--- config.mk ---
export PLATFORM = sky130hd
export DESIGN_NAME = serial_line_editor_command_matcher_core
export DESIGN_NICKNAME = d
export VERILOG_FILES = /design/src/rtl/slecm_pkg.sv /design/src/rtl/serial_line_editor_command_matcher_core.sv /design/src/rtl/slecm_match.sv /design/src/rtl/slecm_editor.sv
export SDC_FILE = /design/constraint.sdc
export NUM_CORES = 1
export LEC_CHECK = 0
export ABC_AREA = 1
export BUFFER_PORTS_ARGS = -buffer_cell sky130_fd_sc_hd__clkbuf_2
export CORE_MARGIN = 4
export CORE_UTILIZATION = 35
export CTS_BUF_LIST = sky130_fd_sc_hd__clkbuf_4
export CTS_CLUSTER_SIZE = 40
export DETAILED_ROUTE_END_ITERATION = 7
export MAX_ROUTING_LAYER = met4
export SYNTH_ARGS = -nofsm -noshare
export SYNTH_HDL_FRONTEND = slang
export SYNTH_SLANG_ARGS = --single-unit
--- constraint.sdc ---
create_clock -name aclk -period 2 [get_ports aclk]
set_clock_uncertainty 0.1 [all_clocks]
set_input_delay 0.1 -clock aclk [delete_from_list [all_inputs] [get_ports aclk]]
set_output_delay 0.1 -clock aclk [all_outputs]
set_load 0.01 [all_outputs]
--- src/rtl/slecm_pkg.sv ---
// ----------------------------------------------------------------------------
// slecm_pkg - shared types and constants
// Event codes, character constants and line sizing for the serial line editor
// command matcher.
// ----------------------------------------------------------------------------
package slecm_pkg;

    localparam int LINE_CAP   = 256;
    localparam int LEN_W      = $clog2(LINE_CAP);
    localparam int HEAD_DEPTH = 7;

    typedef logic [7:0]                     char_t;
    typedef logic [LEN_W-1:0]               len_t;
    typedef logic [HEAD_DEPTH-1:0][7:0]     head_t;

    typedef enum logic [2:0] {
        EV_ECHO     = 3'd0,
        EV_ERASE    = 3'd1,
        EV_LED_ON   = 3'd2,
        EV_LED_OFF  = 3'd3,
        EV_STATUS   = 3'd4,
        EV_HELP     = 3'd5,
        EV_UNKNOWN  = 3'd6,
        EV_OVERFLOW = 3'd7
    } event_t;

    localparam char_t CH_BS    = 8'h08;
    localparam char_t CH_DEL   = 8'h7F;
    localparam char_t CH_CR    = 8'h0D;
    localparam char_t CH_LF    = 8'h0A;
    localparam char_t CH_FIRST = 8'h20;
    localparam char_t CH_LAST  = 8'h7E;

    // Command words, first character in the lowest byte
    localparam logic [47:0] CMD_LED_ON  = {"N", "O", "_", "D", "E", "L"};
    localparam logic [55:0] CMD_LED_OFF = {"F", "F", "O", "_", "D", "E", "L"};
    localparam logic [47:0] CMD_STATUS  = {"S", "U", "T", "A", "T", "S"};
    localparam logic [31:0] CMD_HELP    = {"P", "L", "E", "H"};

    typedef struct packed {
        event_t      ev;
        logic [7:0]  echo_char;
        logic [7:0]  line_length;
        logic        blink_enabled;
    } result_t;

endpackage

--- src/rtl/serial_line_editor_command_matcher_core.sv ---
// ----------------------------------------------------------------------------
// serial_line_editor_command_matcher_core - serial line editor top level
// Each accepted byte is held in the input register; its result is then registered on m_*.
// Throughput: one byte per cycle while m_* is not stalled; the line state updates with each byte.
// Backpressure on m_* stalls the input register, also for bytes with no result.
// Reset: synchronous, active low; clears the line and sets blinking on.
// ----------------------------------------------------------------------------
module serial_line_editor_command_matcher_core (
    input  logic        aclk,
    input  logic        aresetn,
    input  logic        s_tvalid,
    output logic        s_tready,
    input  logic [7:0]  s_tdata,   // [7:0] rx_byte
    output logic        m_tvalid,
    input  logic        m_tready,
    output logic [23:0] m_tdata    // [2:0] event_res, [10:3] echo_char,
                                   // [18:11] line_length, [19] blink_enabled
);
    import slecm_pkg::*;

    logic    in_valid_reg;
    char_t   in_byte_reg;
    logic    m_valid_reg;
    result_t m_data_reg;

    logic    out_ready;
    logic    fire;
    logic    res_valid;
    result_t res;

    assign out_ready = !m_valid_reg || m_tready;
    assign fire      = in_valid_reg && out_ready;
    assign s_tready  = !in_valid_reg || out_ready;

    slecm_editor u_editor (
        .aclk      (aclk),
        .aresetn   (aresetn),
        .fire      (fire),
        .rx_byte   (in_byte_reg),
        .res_valid (res_valid),
        .res       (res)
    );

    always_ff @(posedge aclk) begin
        if (!aresetn) begin
            in_valid_reg <= 1'b0;
        end else if (s_tready) begin
            in_valid_reg <= s_tvalid;
        end
    end

    always_ff @(posedge aclk) begin
        if (s_tready && s_tvalid) begin
            in_byte_reg <= s_tdata;
        end
    end

    always_ff @(posedge aclk) begin
        if (!aresetn) begin
            m_valid_reg <= 1'b0;
        end else if (out_ready) begin
            m_valid_reg <= fire && res_valid;
        end
    end

    always_ff @(posedge aclk) begin
        if (out_ready) begin
            m_data_reg <= res;
        end
    end

    assign m_tvalid = m_valid_reg;
    assign m_tdata  = {4'd0, m_data_reg.blink_enabled, m_data_reg.line_length,
                       m_data_reg.echo_char, m_data_reg.ev};

`ifndef NO_ASSERTIONS
    a_echo_only: assert property (@(posedge aclk) disable iff (!aresetn)
        (m_tvalid && (m_data_reg.ev != EV_ECHO)) |-> (m_data_reg.echo_char == 8'd0))
        else $error("echo_char set on a non-echo item");

    a_len_cmd_only: assert property (@(posedge aclk) disable iff (!aresetn)
        (m_tvalid && (m_data_reg.ev == EV_ECHO || m_data_reg.ev == EV_ERASE
                      || m_data_reg.ev == EV_OVERFLOW))
        |-> (m_data_reg.line_length == 8'd0))
        else $error("line_length set on a non-command item");

    a_led_on_blink: assert property (@(posedge aclk) disable iff (!aresetn)
        (m_tvalid && (m_data_reg.ev == EV_LED_ON)) |-> m_data_reg.blink_enabled)
        else $error("LED_ON did not enable blinking");

    a_led_off_blink: assert property (@(posedge aclk) disable iff (!aresetn)
        (m_tvalid && (m_data_reg.ev == EV_LED_OFF)) |-> !m_data_reg.blink_enabled)
        else $error("LED_OFF did not disable blinking");
`endif

endmodule

--- src/rtl/slecm_match.sv ---
// ----------------------------------------------------------------------------
// slecm_match - command matcher
// Compares the stored line head and length against the known command words.
// ----------------------------------------------------------------------------
module slecm_match (
    input  slecm_pkg::head_t  head,
    input  slecm_pkg::len_t   len,
    output slecm_pkg::event_t cmd_ev
);
    import slecm_pkg::*;

    logic hit_led_on;
    logic hit_led_off;
    logic hit_status;
    logic hit_help;

    assign hit_led_on  = (len == LEN_W'(6)) && (head[5:0] == CMD_LED_ON);
    assign hit_led_off = (len == LEN_W'(7)) && (head[6:0] == CMD_LED_OFF);
    assign hit_status  = (len == LEN_W'(6)) && (head[5:0] == CMD_STATUS);
    assign hit_help    = (len == LEN_W'(4)) && (head[3:0] == CMD_HELP);

    always_comb begin
        if (hit_led_on) begin
            cmd_ev = EV_LED_ON;
        end else if (hit_led_off) begin
            cmd_ev = EV_LED_OFF;
        end else if (hit_status) begin
            cmd_ev = EV_STATUS;
        end else if (hit_help) begin
            cmd_ev = EV_HELP;
        end else begin
            cmd_ev = EV_UNKNOWN;
        end
    end

endmodule

--- src/rtl/slecm_editor.sv ---
// ----------------------------------------------------------------------------
// slecm_editor - line editor state
// Holds the line head, line length and blink flag, and turns one byte into
// at most one result per cycle.
// ----------------------------------------------------------------------------
module slecm_editor (
    input  logic                aclk,
    input  logic                aresetn,
    input  logic                fire,
    input  slecm_pkg::char_t    rx_byte,
    output logic                res_valid,
    output slecm_pkg::result_t  res
);
    import slecm_pkg::*;

    head_t  head_reg;
    head_t  head_next;
    len_t   len_reg;
    len_t   len_next;
    logic   blink_reg;
    logic   blink_next;

    len_t   len_minus;
    logic   is_enter;
    logic   is_erase;
    logic   is_print;
    logic   line_full;
    event_t cmd_ev;
    logic [LEN_W+7:0] len_wide;

    slecm_match u_match (
        .head   (head_reg),
        .len    (len_reg),
        .cmd_ev (cmd_ev)
    );

    assign is_enter  = (rx_byte == CH_CR) || (rx_byte == CH_LF);
    assign is_erase  = (rx_byte == CH_BS) || (rx_byte == CH_DEL);
    assign is_print  = (rx_byte >= CH_FIRST) && (rx_byte <= CH_LAST);
    assign line_full = (len_reg == LEN_W'(LINE_CAP - 1));
    assign len_minus = len_reg - LEN_W'(1);
    assign len_wide  = {8'd0, len_reg};

    always_comb begin
        head_next      = head_reg;
        len_next       = len_reg;
        blink_next     = blink_reg;
        res_valid      = 1'b0;
        res.ev         = EV_ECHO;
        res.echo_char  = 8'd0;
        res.line_length = 8'd0;
        if (fire) begin
            if (is_enter) begin
                if (len_reg != '0) begin
                    res_valid       = 1'b1;
                    res.ev          = cmd_ev;
                    res.line_length = len_wide[7:0];
                    if (cmd_ev == EV_LED_ON) begin
                        blink_next = 1'b1;
                    end else if (cmd_ev == EV_LED_OFF) begin
                        blink_next = 1'b0;
                    end
                    head_next = '0;
                    len_next  = '0;
                end
            end else if (is_erase) begin
                if (len_reg != '0) begin
                    res_valid = 1'b1;
                    res.ev    = EV_ERASE;
                    len_next  = len_minus;
                    for (int i = 0; i < HEAD_DEPTH; i++) begin
                        if (len_minus == LEN_W'(i)) begin
                            head_next[i] = 8'd0;
                        end
                    end
                end
            end else if (is_print) begin
                res_valid = 1'b1;
                if (!line_full) begin
                    res.ev        = EV_ECHO;
                    res.echo_char = rx_byte;
                    len_next      = len_reg + LEN_W'(1);
                    for (int i = 0; i < HEAD_DEPTH; i++) begin
                        if (len_reg == LEN_W'(i)) begin
                            head_next[i] = rx_byte;
                        end
                    end
                end else begin
                    // drop the byte and start over
                    res.ev    = EV_OVERFLOW;
                    head_next = '0;
                    len_next  = '0;
                end
            end
        end
        res.blink_enabled = blink_next;
    end

    always_ff @(posedge aclk) begin
        if (!aresetn) begin
            head_reg  <= '0;
            len_reg   <= '0;
            blink_reg <= 1'b1;
        end else begin
            head_reg  <= head_next;
            len_reg   <= len_next;
            blink_reg <= blink_next;
        end
    end

endmodule

==> impl_results.md <==
* Die X at about 130 um
* Core area at approximately 14000 sq um
* Largest net degree at the start of global routing at 34
* Period Utilization, post-route at 103%
* Yosys cell types at 33
* Critical path arrival at about 2400 ps
* # setup viols final at 25
* Core Rows at 43
* Port Buffer Count at 33
* Sequential share of the synthesized area at between 40 and 50%
* Synthesis Warnings at 0
* Vias in the first global route at about 4400
* Clock Sinks at 95
* WP data required at about 2300 ps
* Synthesized cell area at roughly 5000 sq um
* Commonest non-fill, non-tap cells in the layout: 121 x nand2_1, 120 x nor2_1, 70 x buf_4
* CTS Buffer Depth at 2
* Area delta synth->final at 40.6%
* # IOs at 38
* Max reg flops at 56
* Outcome: complete, but fails checks
* DRT met1 WL at ~6.4 mm
* Wire per inst at 13.5 um
* Post-synthesis cell count at 688
* Worst-path maximum fanout at 8
* Pleak at approximately 2.9 nW
* Syn_area_per_cell at ~7.2 sq um
* PD cells at 511 nW/um^2
* F_max at slightly below 500 MHz
* Final WL at ~14 mm
* Flops & latches, synth at 95
* Slowest cell delay on critical path at approximately 360 ps
* CP max-delay cell: dfxtp_2
* CP Class: reg -> reg
* Max-Cap Viols at 0
* Top area cells in the synthesized netlist: dfxtp_1 27%, edfxtp_1 17%, nand2_1 12%, nor2_1 9.8%, nand3_1 8.8%
* Fill cells at around 1400
* H-tree Lvls at 3
* HPWL after DPL at between 9 and 10 mm
* Worst ir drop on vdd at around 290 uV
* Initial detailed-routing violation count at 308
* CTS tree: yes
* Metal3 WL at 645 um
* Startpoint Class: register
* Drt drc at 0
* Top layer used by detailed routing: met4
* Drt via density at ~4.8
* Initial Util at 35.7%
* Post-layout nets at 835
* Dpl ws at -97.3 ps
* CTS Buf Count at 9
* Crit end category: register
* Failing checks: setup timing
* Area share of the leading cell type in the synthesized netlist at between 20% and 30%
* Vias at between 4000 and 5000
* Final count of pins violating max slew at 0
* GRT Total Usage at between 10% and 20%
* Final worst setup slack at -59.8 ps
* Routability cong. at 0.903
* Clk_lat worst skew at around 490 ps
* Die height at between 100 and 150 um
* Antenna Nets Post-Route at 0
* Met2 routed wirelength at around 6.3 mm
* Final Hold Fails at 0
* CP cell instances: buf_6 -> nor3_4 -> buf_6 -> nand2_2 -> nand2_2 -> nand2_2 -> nor2_4 -> buf_6 -> nand3_2 -> nand2_4 -> buf_12 -> nand3_1 -> nand2_1 -> nor2_1
* RSZ-0062 raised after global routing: true
* Clk slew on worst S/H paths at roughly 140 ps
* Die Area at roughly 16000 sq um
* Root Buffer: clkbuf_4
* Fin crit period at 2060 ps
* Total Power at roughly 3.6 mW
* Worst Hold Class: in -> reg
* Gr ovfl total at 0
* First-pass GRT wire length at between 20 and 25 mm
* Leading area contributor after synthesis: dfxtp_1
* Share of cells above drive strength 1 at 34.3%
* Commonest non-fill, non-tap cell in the layout: nand2_1
* Detailed Routing Iterations Pass 1 at 5
* Initial antenna violation count at 1
## final cells by class
class	instances	area [sq um]	share of cell area (%)
Multi-Input combinational cell	506	2870	41.2
Clock inverter	4	45.0	0.646
Sequential cell	95	2190	31.4
Tap cell	180	225	3.23
Clock buffer	12	90.1	1.29
Inverter	64	246	3.54
Timing Repair Buffer	142	1300	18.6
Antenna cell	1	2.50	0.0359
## worst paths after layout
kind                         start                     to  slack [ps]  depth (start not counted)
max            u_editor.len_reg[1]   u_editor.head_reg[6]         -60                         14
max reg2reg    u_editor.len_reg[1]   u_editor.head_reg[6]         -60                         14
min                        aresetn  u_editor.head_reg[24]           8                          3
min reg2reg  u_editor.head_reg[55]  u_editor.head_reg[55]         360                          2
## Yosys cell counts
cell,n
a21oi_1,52
a21oi_2,2
buf_1,4
buf_2,6
buf_4,14
buf_6,1
clkbuf_1,2
conb_1,1
dfxtp_1,67
edfxtp_1,28
ha_1,5
inv_1,53
inv_2,11
nand2_1,154
nand2_2,4
nand3_1,87
nand3_2,2
nand3_4,1
nand3b_1,3
nand4_1,6
nor2_1,129
nor2_2,6
nor2_4,7
nor2_8,1
nor3_1,12
nor3_2,1
nor4_1,5
o211ai_1,2
o21ai_0,10
o21ai_2,1
o31ai_1,4
or2_2,1
xor2_1,6
## logic make-up after synthesis
kind of cell,share of synthesized area [%]
AO/OA/AOI/OAI,7.70
adder cells (fa/ha/maj),1.26
flip-flops,44.0
buffers and inverters,8.26
other,0.0757
AND/OR/NAND/NOR,37.6
XOR/XNOR,1.06
## routing by layer
| layer | track usage (%) | vias up |
|---|---|---|
| li1 | - | 2490 |
| met1 | 24.1 | 2197 |
| met2 | 25.5 | 102 |
| met3 | 3.34 | 21 |
| met4 | 7.44 | 0 |
| met5 | - | - |
## power breakdown
group          internal (mW)  leakage (nW)  switching [mW]
clock network          0.420        0.0820           0.649
registers               2.01         0.859          0.0276
logic                  0.199          1.96           0.249
total                   2.63          2.90           0.925
## worst max-delay path: cells and delay by family (launching register included)
family / cells / cell delay, ps
AND/OR/NAND/NOR: 10 / 950
buffers and inverters: 4 / 530
flip-flops: 1 / 360
## per-stage QoR
| step | instance area, sq um | hold slack (ps) | util [%] | setup TNS (ps) | instances |
|---|---|---|---|---|---|
| detailed placement | 5930 | 179 | 42.7 | -2210 | 956 |
| finish | 6970 | 7.62 | 50.2 | -699 | 1004 |
| global placement | 5930 | 178 | 42.7 | -1720 | 956 |
| floorplan | 4970 | 98.9 | - | 0 | 692 |
| CTS | 6440 | -42.5 | 46.4 | -128 | 992 |
| global route | 6970 | 22.9 | 50.2 | -5780 | 1004 |
## repair_timing
item	4_1_cts	5_1_grt
hold endpoints to repair	24	0
pin swaps	22	40
gates resized for setup	47	95
gates cloned	1	3
setup buffers	8	8
hold buffers	11	0
setup endpoints to repair	52	63
(Power assumes the default switching activity.)
